### config.mk
export PLATFORM = sky130hd
export DESIGN_NAME = double_ended_queue_top
export DESIGN_NICKNAME = d
export VERILOG_FILES = /design/src/rtl/deq_pkg.sv /design/src/rtl/deq_ram.sv /design/src/rtl/deq_ctrl.sv /design/src/rtl/deq_dpath.sv /design/src/rtl/double_ended_queue_top.sv
export SDC_FILE = /design/constraint.sdc
export NUM_CORES = 1
export LEC_CHECK = 0
export ABC_AREA = 1
export BUFFER_PORTS_ARGS = -buffer_cell sky130_fd_sc_hd__buf_4
export CORE_MARGIN = 2
export CORE_UTILIZATION = 56
export CTS_CLUSTER_SIZE = 30
export DETAILED_ROUTE_END_ITERATION = 10
export GPL_TIMING_DRIVEN = 0
export PLACE_DENSITY = 0.76
export SETUP_SLACK_MARGIN = 0.2
export SYNTH_ARGS = -nofsm -noshare
export SYNTH_HDL_FRONTEND = slang
export SYNTH_SLANG_ARGS = --single-unit
### constraint.sdc
create_clock -name clk -period 3.8 [get_ports clk]
set_clock_uncertainty 0.2 [all_clocks]
set_input_delay 0.38 -clock clk [delete_from_list [all_inputs] [get_ports clk]]
set_output_delay 0.38 -clock clk [all_outputs]
set_load 0.03 [all_outputs]
### src/rtl/deq_pkg.sv
// ----------------------------------------------------------------------------
// deq_pkg
// Shared request codes and control/status types for the double-ended queue.
// ----------------------------------------------------------------------------
package deq_pkg;

    localparam int KEY_W    = 32;
    localparam int ACTION_W = 3;

    typedef enum logic [ACTION_W-1:0] {
        ACT_PUSH_BACK  = 3'd0,
        ACT_PUSH_FRONT = 3'd1,
        ACT_POP_BACK   = 3'd2,
        ACT_POP_FRONT  = 3'd3,
        ACT_CLEAR      = 3'd4
    } action_t;

    // controller -> datapath
    typedef struct packed {
        logic take;      // request accepted this cycle
        logic pop_done;  // ring read data is valid, load the result
    } deq_cmd_t;

    // datapath -> controller
    typedef struct packed {
        logic rd_req;    // offered request is a pop on a non-empty queue
        logic out_busy;  // result register full and not taken this cycle
    } deq_stat_t;

endpackage

### src/rtl/deq_ram.sv
// ----------------------------------------------------------------------------
// deq_ram
// Generic single-write, single-read RAM with registered read data.
// ----------------------------------------------------------------------------
module deq_ram #(
    parameter int WIDTH = 32,
    parameter int DEPTH = 16
) (
    input  logic                     clk,
    input  logic                     wr_en,
    input  logic [$clog2(DEPTH)-1:0] wr_addr,
    input  logic [WIDTH-1:0]         wr_data,
    input  logic                     rd_en,
    input  logic [$clog2(DEPTH)-1:0] rd_addr,
    output logic [WIDTH-1:0]         rd_data
);

    logic [WIDTH-1:0] mem_reg [DEPTH];
    logic [WIDTH-1:0] rd_data_reg;

    always_ff @(posedge clk)
    begin
        if (wr_en)
        begin
            mem_reg[wr_addr] <= wr_data;
        end
        if (rd_en)
        begin
            rd_data_reg <= mem_reg[rd_addr];
        end
    end

    assign rd_data = rd_data_reg;

endmodule

### src/rtl/deq_ctrl.sv
// ----------------------------------------------------------------------------
// deq_ctrl
// Request sequencer: accepts requests and waits out the ring read of a pop.
// ----------------------------------------------------------------------------
module deq_ctrl
    import deq_pkg::*;
(
    input  logic      clk,
    input  logic      rst_n,
    input  logic      s_tvalid,
    output logic      s_tready,
    input  deq_stat_t stat,
    output deq_cmd_t  cmd
);

    typedef enum logic [1:0] {
        ST_IDLE = 2'b01,
        ST_READ = 2'b10
    } deq_state_t;

    deq_state_t state_reg;
    deq_state_t state_next;
    logic       take;

    assign s_tready = (state_reg == ST_IDLE) && !stat.out_busy;
    assign take     = s_tvalid && s_tready;

    always_comb
    begin
        state_next = state_reg;
        case (state_reg)
            ST_IDLE:
            begin
                if (take && stat.rd_req)
                begin
                    state_next = ST_READ;
                end
            end
            ST_READ:
            begin
                state_next = ST_IDLE;
            end
            default:
            begin
                state_next = ST_IDLE;
            end
        endcase
    end

    always_ff @(posedge clk or negedge rst_n)
    begin
        if (!rst_n)
        begin
            state_reg <= ST_IDLE;
        end
        else
        begin
            state_reg <= state_next;
        end
    end

    assign cmd.take     = take;
    assign cmd.pop_done = (state_reg == ST_READ);

endmodule

### src/rtl/deq_dpath.sv
// ----------------------------------------------------------------------------
// deq_dpath
// Front index, count, ring addressing, ring RAM and the result register.
// ----------------------------------------------------------------------------
module deq_dpath
    import deq_pkg::*;
#(
    parameter int DEPTH = 16,
    parameter int CW    = $clog2(DEPTH + 1)
) (
    input  logic                clk,
    input  logic                rst_n,
    input  logic [ACTION_W-1:0] action,
    input  logic [KEY_W-1:0]    push_key,
    input  deq_cmd_t            cmd,
    output deq_stat_t           stat,
    input  logic                out_ready,
    output logic                out_valid,
    output logic [KEY_W-1:0]    popped_key,
    output logic                done_ok,
    output logic [CW-1:0]       entry_count
);

    localparam int AW = $clog2(DEPTH);
    localparam logic [AW:0]   DEPTH_W = (AW + 1)'(DEPTH);
    localparam logic [CW-1:0] FULL_C  = CW'(DEPTH);
    localparam logic [AW-1:0] LAST_I  = AW'(DEPTH - 1);

    logic [AW-1:0]    front_reg, front_next;
    logic [CW-1:0]    count_reg, count_next;
    logic             out_valid_reg;
    logic [KEY_W-1:0] key_reg;
    logic             ok_reg;
    logic [CW-1:0]    cnt_out_reg;

    logic             empty, full, ok;
    logic             is_pop;
    logic [AW-1:0]    back_free, back_last, front_dec, front_inc;
    logic             wr_en, rd_en;
    logic [AW-1:0]    wr_addr, rd_addr;
    logic [KEY_W-1:0] rd_data;
    action_t          act;

    // position front + offset, offset no larger than DEPTH
    function automatic logic [AW-1:0] ring_pos(input logic [AW-1:0] base,
                                               input logic [CW-1:0] offset);
        logic [AW:0] sum;
        sum = {1'b0, base} + (AW + 1)'(offset);
        if (sum >= DEPTH_W)
        begin
            sum = sum - DEPTH_W;
        end
        return sum[AW-1:0];
    endfunction

    assign act       = action_t'(action);
    assign empty     = (count_reg == '0);
    assign full      = (count_reg == FULL_C);
    assign back_free = ring_pos(front_reg, count_reg);
    assign back_last = ring_pos(front_reg, count_reg - CW'(1));
    assign front_dec = (front_reg == '0) ? LAST_I : front_reg - AW'(1);
    assign front_inc = (front_reg == LAST_I) ? '0 : front_reg + AW'(1);
    assign is_pop    = (act == ACT_POP_BACK) || (act == ACT_POP_FRONT);

    always_comb
    begin
        front_next = front_reg;
        count_next = count_reg;
        ok         = 1'b0;
        wr_en      = 1'b0;
        rd_en      = 1'b0;
        wr_addr    = back_free;
        rd_addr    = front_reg;
        case (act)
            ACT_PUSH_BACK:
            begin
                if (!full)
                begin
                    wr_en      = 1'b1;
                    count_next = count_reg + CW'(1);
                    ok         = 1'b1;
                end
            end
            ACT_PUSH_FRONT:
            begin
                wr_addr = front_dec;
                if (!full)
                begin
                    wr_en      = 1'b1;
                    front_next = front_dec;
                    count_next = count_reg + CW'(1);
                    ok         = 1'b1;
                end
            end
            ACT_POP_BACK:
            begin
                rd_addr = back_last;
                if (!empty)
                begin
                    rd_en      = 1'b1;
                    count_next = count_reg - CW'(1);
                    ok         = 1'b1;
                end
            end
            ACT_POP_FRONT:
            begin
                if (!empty)
                begin
                    rd_en      = 1'b1;
                    front_next = front_inc;
                    count_next = count_reg - CW'(1);
                    ok         = 1'b1;
                end
            end
            ACT_CLEAR:
            begin
                front_next = '0;
                count_next = '0;
                ok         = 1'b1;
            end
            default:
            begin
                ok = 1'b0;
            end
        endcase
    end

    deq_ram #(
        .WIDTH (KEY_W),
        .DEPTH (DEPTH)
    ) u_ram (
        .clk     (clk),
        .wr_en   (cmd.take && wr_en),
        .wr_addr (wr_addr),
        .wr_data (push_key),
        .rd_en   (cmd.take && rd_en),
        .rd_addr (rd_addr),
        .rd_data (rd_data)
    );

    always_ff @(posedge clk or negedge rst_n)
    begin
        if (!rst_n)
        begin
            front_reg     <= '0;
            count_reg     <= '0;
            out_valid_reg <= 1'b0;
        end
        else
        begin
            if (cmd.take)
            begin
                front_reg <= front_next;
                count_reg <= count_next;
            end
            if ((cmd.take && !(is_pop && !empty)) || cmd.pop_done)
            begin
                out_valid_reg <= 1'b1;
            end
            else if (out_ready)
            begin
                out_valid_reg <= 1'b0;
            end
        end
    end

    // result payload; pops load it once the ring read returns
    always_ff @(posedge clk)
    begin
        if (cmd.pop_done)
        begin
            key_reg     <= rd_data;
            ok_reg      <= 1'b1;
            cnt_out_reg <= count_reg;
        end
        else if (cmd.take)
        begin
            key_reg     <= '0;
            ok_reg      <= ok;
            cnt_out_reg <= count_next;
        end
    end

    assign stat.rd_req   = is_pop && !empty;
    assign stat.out_busy = out_valid_reg && !out_ready;

    assign out_valid   = out_valid_reg;
    assign popped_key  = key_reg;
    assign done_ok     = ok_reg;
    assign entry_count = cnt_out_reg;

endmodule

### src/rtl/double_ended_queue_top.sv
// Push, clear, unused codes and empty-queue pops give their result the cycle after being taken;
// other pops pass through the registered ring RAM read and then the result register.
// Throughput: one request per cycle unless the result stalls or a pop's ring read is pending.
// Reset (rst_n low, asynchronous): queue empty, front index zero, result register empty.
// Ring RAM contents are not cleared; entries are only read after a push has written them.
// ----------------------------------------------------------------------------
// double_ended_queue_top
// Bounded double-ended queue of signed 32-bit keys over a ring RAM.
// ----------------------------------------------------------------------------
module double_ended_queue_top
    import deq_pkg::*;
#(
    parameter int DEPTH = 16
) (
    input  logic                clk,
    input  logic                rst_n,
    input  logic                s_tvalid,
    output logic                s_tready,
    input  logic [31:0]         s_tdata,   // [31:0] push_key
    input  logic [2:0]          s_tuser,   // [2:0] action
    output logic                m_tvalid,
    input  logic                m_tready,
    // [31:0] popped_key, [32] done_ok, [32+CW:33] entry_count, zero fill above
    output logic [((KEY_W + 1 + $clog2(DEPTH + 1) + 7) / 8) * 8 - 1:0] m_tdata
);

    localparam int CW   = $clog2(DEPTH + 1);
    localparam int OW   = ((KEY_W + 1 + CW + 7) / 8) * 8;
    localparam int PADW = OW - (KEY_W + 1 + CW);

    deq_cmd_t         cmd;
    deq_stat_t        stat;
    logic [KEY_W-1:0] popped_key;
    logic             done_ok;
    logic [CW-1:0]    entry_count;

    deq_ctrl u_ctrl (
        .clk      (clk),
        .rst_n    (rst_n),
        .s_tvalid (s_tvalid),
        .s_tready (s_tready),
        .stat     (stat),
        .cmd      (cmd)
    );

    deq_dpath #(
        .DEPTH (DEPTH),
        .CW    (CW)
    ) u_dpath (
        .clk         (clk),
        .rst_n       (rst_n),
        .action      (s_tuser),
        .push_key    (s_tdata),
        .cmd         (cmd),
        .stat        (stat),
        .out_ready   (m_tready),
        .out_valid   (m_tvalid),
        .popped_key  (popped_key),
        .done_ok     (done_ok),
        .entry_count (entry_count)
    );

    generate
        if (PADW > 0)
        begin : g_pad
            assign m_tdata = {{PADW{1'b0}}, entry_count, done_ok, popped_key};
        end
        else
        begin : g_nopad
            assign m_tdata = {entry_count, done_ok, popped_key};
        end
    endgenerate

endmodule

==> summary.md, run 1 <==
| Metric | Value |
|---|---|
| Reg2reg end | `u_dpath.u_ram.rd_data[1]` |
| First DRT Iteration DRCs | `2,841` |
| Reg2reg start | `u_dpath.count_reg[0]` |
| Most common cell in the netlist | `edfxtp_1` |
| Area Overhead vs Synth | `17.0%` |
| Htree depth | `2` |
| Height of the chip | `220 microns` |
| # clock sinks | `594` |
| Detailed Place HPWL | `48.4 mm` |
| Number of port buffers | `77` |
| Routed wire per std cell | `23.3 microns` |
| CTS tree | `built` |
| Maximum capacitance violations | `0` |
| Yosys warnings | `0` |
| Syn Area/Cell | `10.8 sq um` |
| Clock tree root buffer cell | `clkbuf_16` |
| Critical path fanouts, max | `10` |
| Fmax | `274 MHz` |
| Synth Flop Type | `edfxtp_1` |
| Cell taking the most area after synthesis | `edfxtp_1` |
| Remaining routing DRC violations | `0` |
| Final slew viol count | `0` |
| Ranking of synthesized cells by area | `edfxtp_1 67%, nand3_1 10%, inv_1 6.9%` |
| DP Cell Count | `3,123` |
| Post-Place Cell Area | `28,000 sq um` |
| Unique masters post-synth | `33` |
| Status | `finished, final reports clean` |
| Initial Util | `0.564` |
| Register area | `17,800 sq um` |
| Pleak | `12.8 nW` |
| Max FFs per register | `512` |
| Cell Pwr Density | `723 nW/um^2` |
| Hold WS | `42.0 ps` |
| Reg2reg path depth | `11` |
| Worst setup EP type | `flip-flop` |
| Core ar. | `between 40,000 and 50,000 sq um` |
| Remaining Overflow, GRT | `0` |
| Design Area, Final | `30,600 sq um` |
| Type of origin of the critical path | `flip-flop` |
| Unrepaired setup endpoints after global routing | `false` |
| Number of fill cells | `between 3,000 and 4,000` |
| WL final | `76.4 mm` |
| Ys async rst share | `0.0202` |
| Die area | `48,500 sq um` |
| Synth top area share | `0.667` |
| Initial antenna violation count | `0` |
| Max-slew headroom | `0.341` |
| Peak VDD IR | `0.506 mV` |
| Final setup viols | `0` |
| Post-DRT Antenna Nets | `0` |
| Period Utilization, post-route | `0.960` |
| I/O pins | `81` |
| Layout net count | `2,680` |
| Clk buf depth | `3` |
| Worst-path clk slew | `approximately 70 ps` |
| Worst slew pin tran | `988 ps` |
| Hold Vio Cnt, Final | `0` |
| First-pass GRT wire length | `111 mm` |
| CTS Buf Count | `58` |
| Maximum number of pins on one net before global-route repair | `23` |
| Row cnt | `79` |
| DR pass1 iterations | `6` |
| Vias | `19,100` |
| Critical path type | `flip-flop to flip-flop` |
| Flops & latches, synth | `a little under 600` |
| Mapped Cells | `between 2,000 and 2,500` |
| Ratio of cells with drive above 1 in the final layout | `0.126` |
| Req. time, crit path | `~4000 ps` |
| EDFF count, synth | `581` |
| Clk_lat worst skew | `between 600 and 700 ps` |
| GP Congestion | `0.881` |
| GRT Overall Usage | `0.316` |
| Ant. Diodes | `0` |
| R2R setup slack | `approximately 150 ps` |
| Post-Syn Area | `26,200 sq um` |
| Vias per cell | `5.83` |
| Crit path DAT | `~3800 ps` |
| Post-synth top cells | `581 x edfxtp_1, 532 x nand3_1, 480 x inv_1, 449 x nand2_1, 96 x nand3b_1` |
| Vias in the first global route | `18,400` |
| Register area share after synthesis | `0.679` |
| DIE WIDTH | `220 microns` |
| Post-layout min period | `3650 ps` |
| Worst hold path type | `primary input to asynchronous set/reset pin` |
| Area occupied by multi-input gates | `6000 sq um` |
| Final Non-Filler Cells | `3,285` |
[layout by cell type (no fill, tap or decap), types with 3 or more instances in the layout]
master,synthesis,routed
a21oi_1,6,6
buf_1,10,6
buf_12,0,27
buf_16,0,4
buf_2,72,70
buf_4,29,110
buf_6,3,3
bufinv_16,0,6
clkbuf_1,14,24
clkbuf_16,0,59
clkbuf_2,1,4
clkbuf_8,0,4
clkinv_1,0,11
clkinv_2,0,13
dfrtp_1,11,11
dlygate4sd3_1,0,36
edfxtp_1,581,581
ha_1,10,10
inv_1,480,480
inv_2,4,4
nand2_1,449,448
nand3_1,532,532
nand3b_1,96,96
nand4_1,4,4
nor2_1,67,50
nor2_4,0,17
o21ai_0,22,22
o21ai_1,5,5
xnor2_1,4,4
xor2_1,5,5
[area by class of cell]
type,count,share of cell area
Sequential cell,594,0.581
Multi-Input combinational cell,1214,0.196
Inverter,484,0.0594
Timing Repair Buffer,148,0.0529
Clock buffer,74,0.0514
Tap cell,607,0.0248
Buffer,129,0.0238
Clock inverter,35,0.0111
[layer usage]
layer | global-route usage | part of all wire | vias up
met1 | 0.412 | 0.36 | 8976
met4 | 0.185 | 0.059 | 0
met5 | 0 | 0 | -
li1 | - | - | 8422
met2 | 0.492 | 0.45 | 1437
met3 | 0.0697 | 0.13 | 302
[cells by family after synthesis]
| group | synth area share |
|---|---|
| AO/OA/AOI/OAI | 0.00741 |
| adder cells (fa/ha/maj) | 0.00631 |
| other | 0.000143 |
| AND/OR/NAND/NOR | 0.207 |
| buffers and inverters | 0.0965 |
| XOR/XNOR | 0.00301 |
| flip-flops | 0.679 |
[power by group]
| part | leakage (nW) | internal [W] | switching [W] |
|---|---|---|---|
| registers | 5.42 | 0.00773 | 0.000149 |
| clock network | 0.941 | 0.00333 | 0.00250 |
| logic | 6.48 | 0.00231 | 0.00609 |
[worst max path at each step]
stage                         startpoint                      endpoint  slack [ps]  cells after the start
floorplan              u_dpath.out_valid   u_dpath.u_ram.mem_reg[1][0]          -7                      7
global placement    u_dpath.front_reg[0]  u_dpath.u_ram.mem_reg[7][17]       -1620                      8
detailed placement  u_dpath.count_reg[0]     u_dpath.u_ram.rd_data[22]         140                     11
CTS                 u_dpath.front_reg[0]  u_dpath.u_ram.mem_reg[2][31]         200                      9
global route        u_dpath.front_reg[0]  u_dpath.u_ram.mem_reg[0][25]          10                      8
finish              u_dpath.count_reg[0]      u_dpath.u_ram.rd_data[1]         150                     11
[stage by stage]
stage	TNS (ps)	setup slack, ps	utilization	total power, W
floorplan	-3150	-6.99	-	0.0128
global placement	-796260	-1620	0.593	0.0155
detailed placement	0	144	0.604	0.0160
CTS	0	202	0.654	0.0218
global route	0	13.5	0.660	0.0229
finish	0	153	0.660	0.0221
[what timing repair did]
action / 4_1_cts / 5_1_grt
hold buffers: 36 / 0
endpoints found under the hold margin: 526 / 0
gates cloned: 0 / 0
buffers inserted: 0 / 17
pin swaps: 0 / 11
resized for setup: 4 / 8
setup endpoints to repair: 11 / 249
[worst max-delay path, cell delays in order (launching register included)]
cell	delay [ps]
dfrtp_1	440
inv_1	240
ha_1	230
xor2_1	230
ha_1	310
xor2_1	160
o21ai_1	260
buf_2	390
buf_2	460
nand3_1	160
nand3_1	190
nand2_1	110
Note: power is estimated with default switching activity, not from simulation.
==> run 2: changes to the inputs <==
Settings changed: ABC_AREA 1 to unset, CTS_CLUSTER_DIAMETER set to 50.
==> run 2 against run 1 <==
  * Utilization grew 1.3 points
  * Sequential share of layout area grew 6.2 points
  * Non-clock buffer count shrank 50
  * Largest cell class unchanged
  * Clock-buffer cell count shrank 28
==> summary.md, run 2 <==
| Metric | Value |
|---|---|
| Remaining Overflow, GRT | `0` |
| Vias per cell | `6.42` |
| Hold WS | `53.1 ps` |
| Layout net count | `around 1,400` |
| Post-synthesis xor/xnor area fraction | `0.00299` |
| Internal power | `around 0.013 W` |
| Post-layout min period | `3500 ps` |
| Worst setup EP type | `flip-flop` |
| Slowest cell on crit path | `fa_1` |
| Cell Pwr Density | `between 700 and 800 nW/um^2` |
| Critical path type | `flip-flop to flip-flop` |
| Post-Syn Area | `23,400 sq um` |
| Die area | `43,500 sq um` |
| WL final | `52.3 mm` |
| CTS tree | `built` |
| Switch Pwr | `0.00657 W` |
| CTS Buf Count | `43` |
| Seq pwr share | `0.403` |
| Initial antenna violation count | `1` |
| Routed wire per std cell | `roughly 27 microns` |
| Most common cell in the netlist | `edfxtp_1` |
| CP max stage delay | `460 ps` |
| DP Cell Count | `1,804` |
| Initial Util | `0.570` |
| Ys async rst share | `0.0202` |
| Syn Area/Cell | `~20 sq um` |
| Worst slew pin tran | `about 1300 ps` |
| First DRT Iteration DRCs | `1,472` |
| Switch share | `0.335` |
| Unrepaired setup endpoints after global routing | `false` |
| Row cnt | `74` |
| Register area share after synthesis | `0.758` |
| Worst-path clk slew | `90 ps` |
| # clock sinks | `594` |
| Worst hold path type | `primary input to flip-flop` |
| Post-DRT Antenna Nets | `0` |
| Period Utilization, post-route | `0.921` |
| Fin Setup TNS | `0 ps` |
| Height of the chip | `209 microns` |
| Final Non-Filler Cells | `around 1,900` |
| Post-Place Cell Area | `~25,000 sq um` |
| Post-Synth Adder-Cell Area | `0.00705` |
| GP Congestion | `0.828` |
| I/O pins | `roughly 80` |
| Mapped Cells | `1,168` |
| Number of port buffers | `77` |
| Status | `finished, final reports clean` |
| Vias | `12,400` |
| Critical path buffer and inverter count | `4` |
| Ranking of synthesized cells by area | `edfxtp_1 74%, mux4_2 12%, o21ai_0 1.8%` |
| Clock tree root buffer cell | `clkbuf_16` |
| Flops & latches, synth | `594` |
| Combinational fraction of design power | `0.341` |
| DR pass1 iterations | `5` |
| Synth Area in Compound Gates | `0.0534` |
| Mux cell area share after synthesis | `0.128` |
| Number of fill cells | `around 2,600` |
| Unique masters post-synth | `65` |
| Ant. Diodes | `0` |
| Post-synth top cells | `581 x edfxtp_1, 128 x mux4_2, 85 x o21ai_0, 56 x o21ai_1, 33 x and2_1` |
| Commonest non-fill, non-tap cell in the layout | `edfxtp_1` |
| Part of the power in the clock network | `0.256` |
| Simple-gate share of the synthesized area | `0.0332` |
| Final slew viol count | `0` |
| CP delay by family, top | `buffers and inverters` |
| Pleak | `between 9 and 10 nW` |
| Hold Vio Cnt, Final | `0` |
| Max-slew headroom | `0.134` |
| GRT Overall Usage | `0.246` |
| Main combinational cell family by area after synthesis | `multiplexers` |
| Yosys warnings | `0` |
| Final setup viols | `0` |
| Cell taking the most area after synthesis | `edfxtp_1` |
| Req. time, crit path | `roughly 3900 ps` |
| Ratio of cells with drive above 1 in the final layout | `0.309` |
| DIE WIDTH | `209 microns` |
| Fmax | `286 MHz` |
| Vias in the first global route | `12,700` |
| Crit path DAT | `about 3600 ps` |
| Max FFs per register | `around 500` |
| Maximum capacitance violations | `0` |
| Type of origin of the critical path | `flip-flop` |
| Synth top area share | `0.745` |
| Core ar. | `just over 40,000 sq um` |
| Crit-path cells | `inv_1 > ha_1 > inv_1 > fa_1 > mux2i_1 > buf_2 > buf_2 > mux4_2 > o21ai_0 > nand4_1` |
| Commonest non-fill, non-tap cells in the layout | `581 x edfxtp_1, 128 x mux4_2, 106 x buf_4` |
| Remaining routing DRC violations | `0` |
| Critical path fanouts, max | `10` |
| First-pass GRT wire length | `roughly 79 mm` |
| Detailed Place HPWL | `33.1 mm` |
| Area Overhead vs Synth | `18.1%` |
| Clk_lat worst skew | `590 ps` |
| Htree depth | `2` |
| EDFF count, synth | `581` |
| Clk buf depth | `3` |
| Maximum number of pins on one net before global-route repair | `28` |
| Synth Flop Type | `edfxtp_1` |
| Peak VDD IR | `0.446 mV` |
| Design Area, Final | `27,700 sq um` |
==> run 2: path summary, 6_finish.rpt <==
check,cells past startpoint,startpoint,slack (ps),endpoint
min reg2reg,1,u_dpath.done_ok,270,u_dpath.done_ok
max reg2reg,10,u_dpath.count_reg[0],300,u_dpath.u_ram.rd_data[0]
min in group asynchronous,2,rst_n,100,u_ctrl.state_reg[0]
min,3,s_tvalid,50,u_dpath.count_reg[2]
max in group asynchronous,3,rst_n,2260,u_dpath.count_reg[1]
max,10,u_dpath.count_reg[0],300,u_dpath.u_ram.rd_data[0]
==> run 2: power groups by stage <==
stage	Clock (W)	Sequential (W)	Combinational (W)
after global placement	0	0.00805	0.00590
after CTS	0.00508	0.00790	0.00660
after floorplan	0	0.00814	0.00424
after global routing	0.00531	0.00792	0.00717
after detailed placement	0	0.00804	0.00631
final	0.00501	0.00789	0.00668
==> run 2: tightest hold or removal path, delay by kind of cell <==
| kind | cells | cell delay, ps |
|---|---|---|
| buffers and inverters | 1 | 130 |
| AO/OA/AOI/OAI | 1 | 90 |
| AND/OR/NAND/NOR | 1 | 180 |
==> run 2: cell type report <==
| type | count | area [sq um] | area share |
|---|---|---|---|
| tap | 532 | 666 | 0.0241 |
| timing repair buffer | 158 | 1710 | 0.0616 |
| multi-input combinational | 492 | 5490 | 0.198 |
| clock buffer | 46 | 1130 | 0.0408 |
| sequential | 594 | 17800 | 0.642 |
| inverter | 14 | 52.6 | 0.00190 |
| buffer | 69 | 398 | 0.0144 |
| clock inverter | 33 | 462 | 0.0167 |
==> run 2: kinds of logic after synthesis <==
| group | Yosys count |
|---|---|
| AOI/OAI and AO/OA | 196 |
| other | 1 |
| xor gates and xnor gates | 8 |
| and+or+nand+nor | 136 |
| adders and majority gates | 12 |
| DFF | 594 |
| muxes | 138 |
| buffers and inverters | 83 |
==> run 2: repair_timing <==
item                                    4_1_cts  5_1_grt
setup buffers                                13        7
endpoints found under the setup margin      336      292
gates resized for setup                      36       14
pin swaps                                    15        5
hold buffers                                 35        0
endpoints found under the hold margin       525        0
==> run 2: per-layer routing <==
metal  global-route usage  part of all wire
met3               0.0332             0.089
met5                    0           0.00015
met2                0.405              0.50
met1                0.349              0.39
met4               0.0786             0.025
==> run 2: per-stage QoR <==
stage / util / setup slack (ps) / total power [W]
CTS: 0.672 / 201 / 0.0196
global placement: 0.602 / -1770 / 0.0140
global route: 0.673 / 204 / 0.0204
finish: 0.673 / 299 / 0.0196
detailed placement: 0.618 / -715 / 0.0144
floorplan: - / -244 / 0.0124
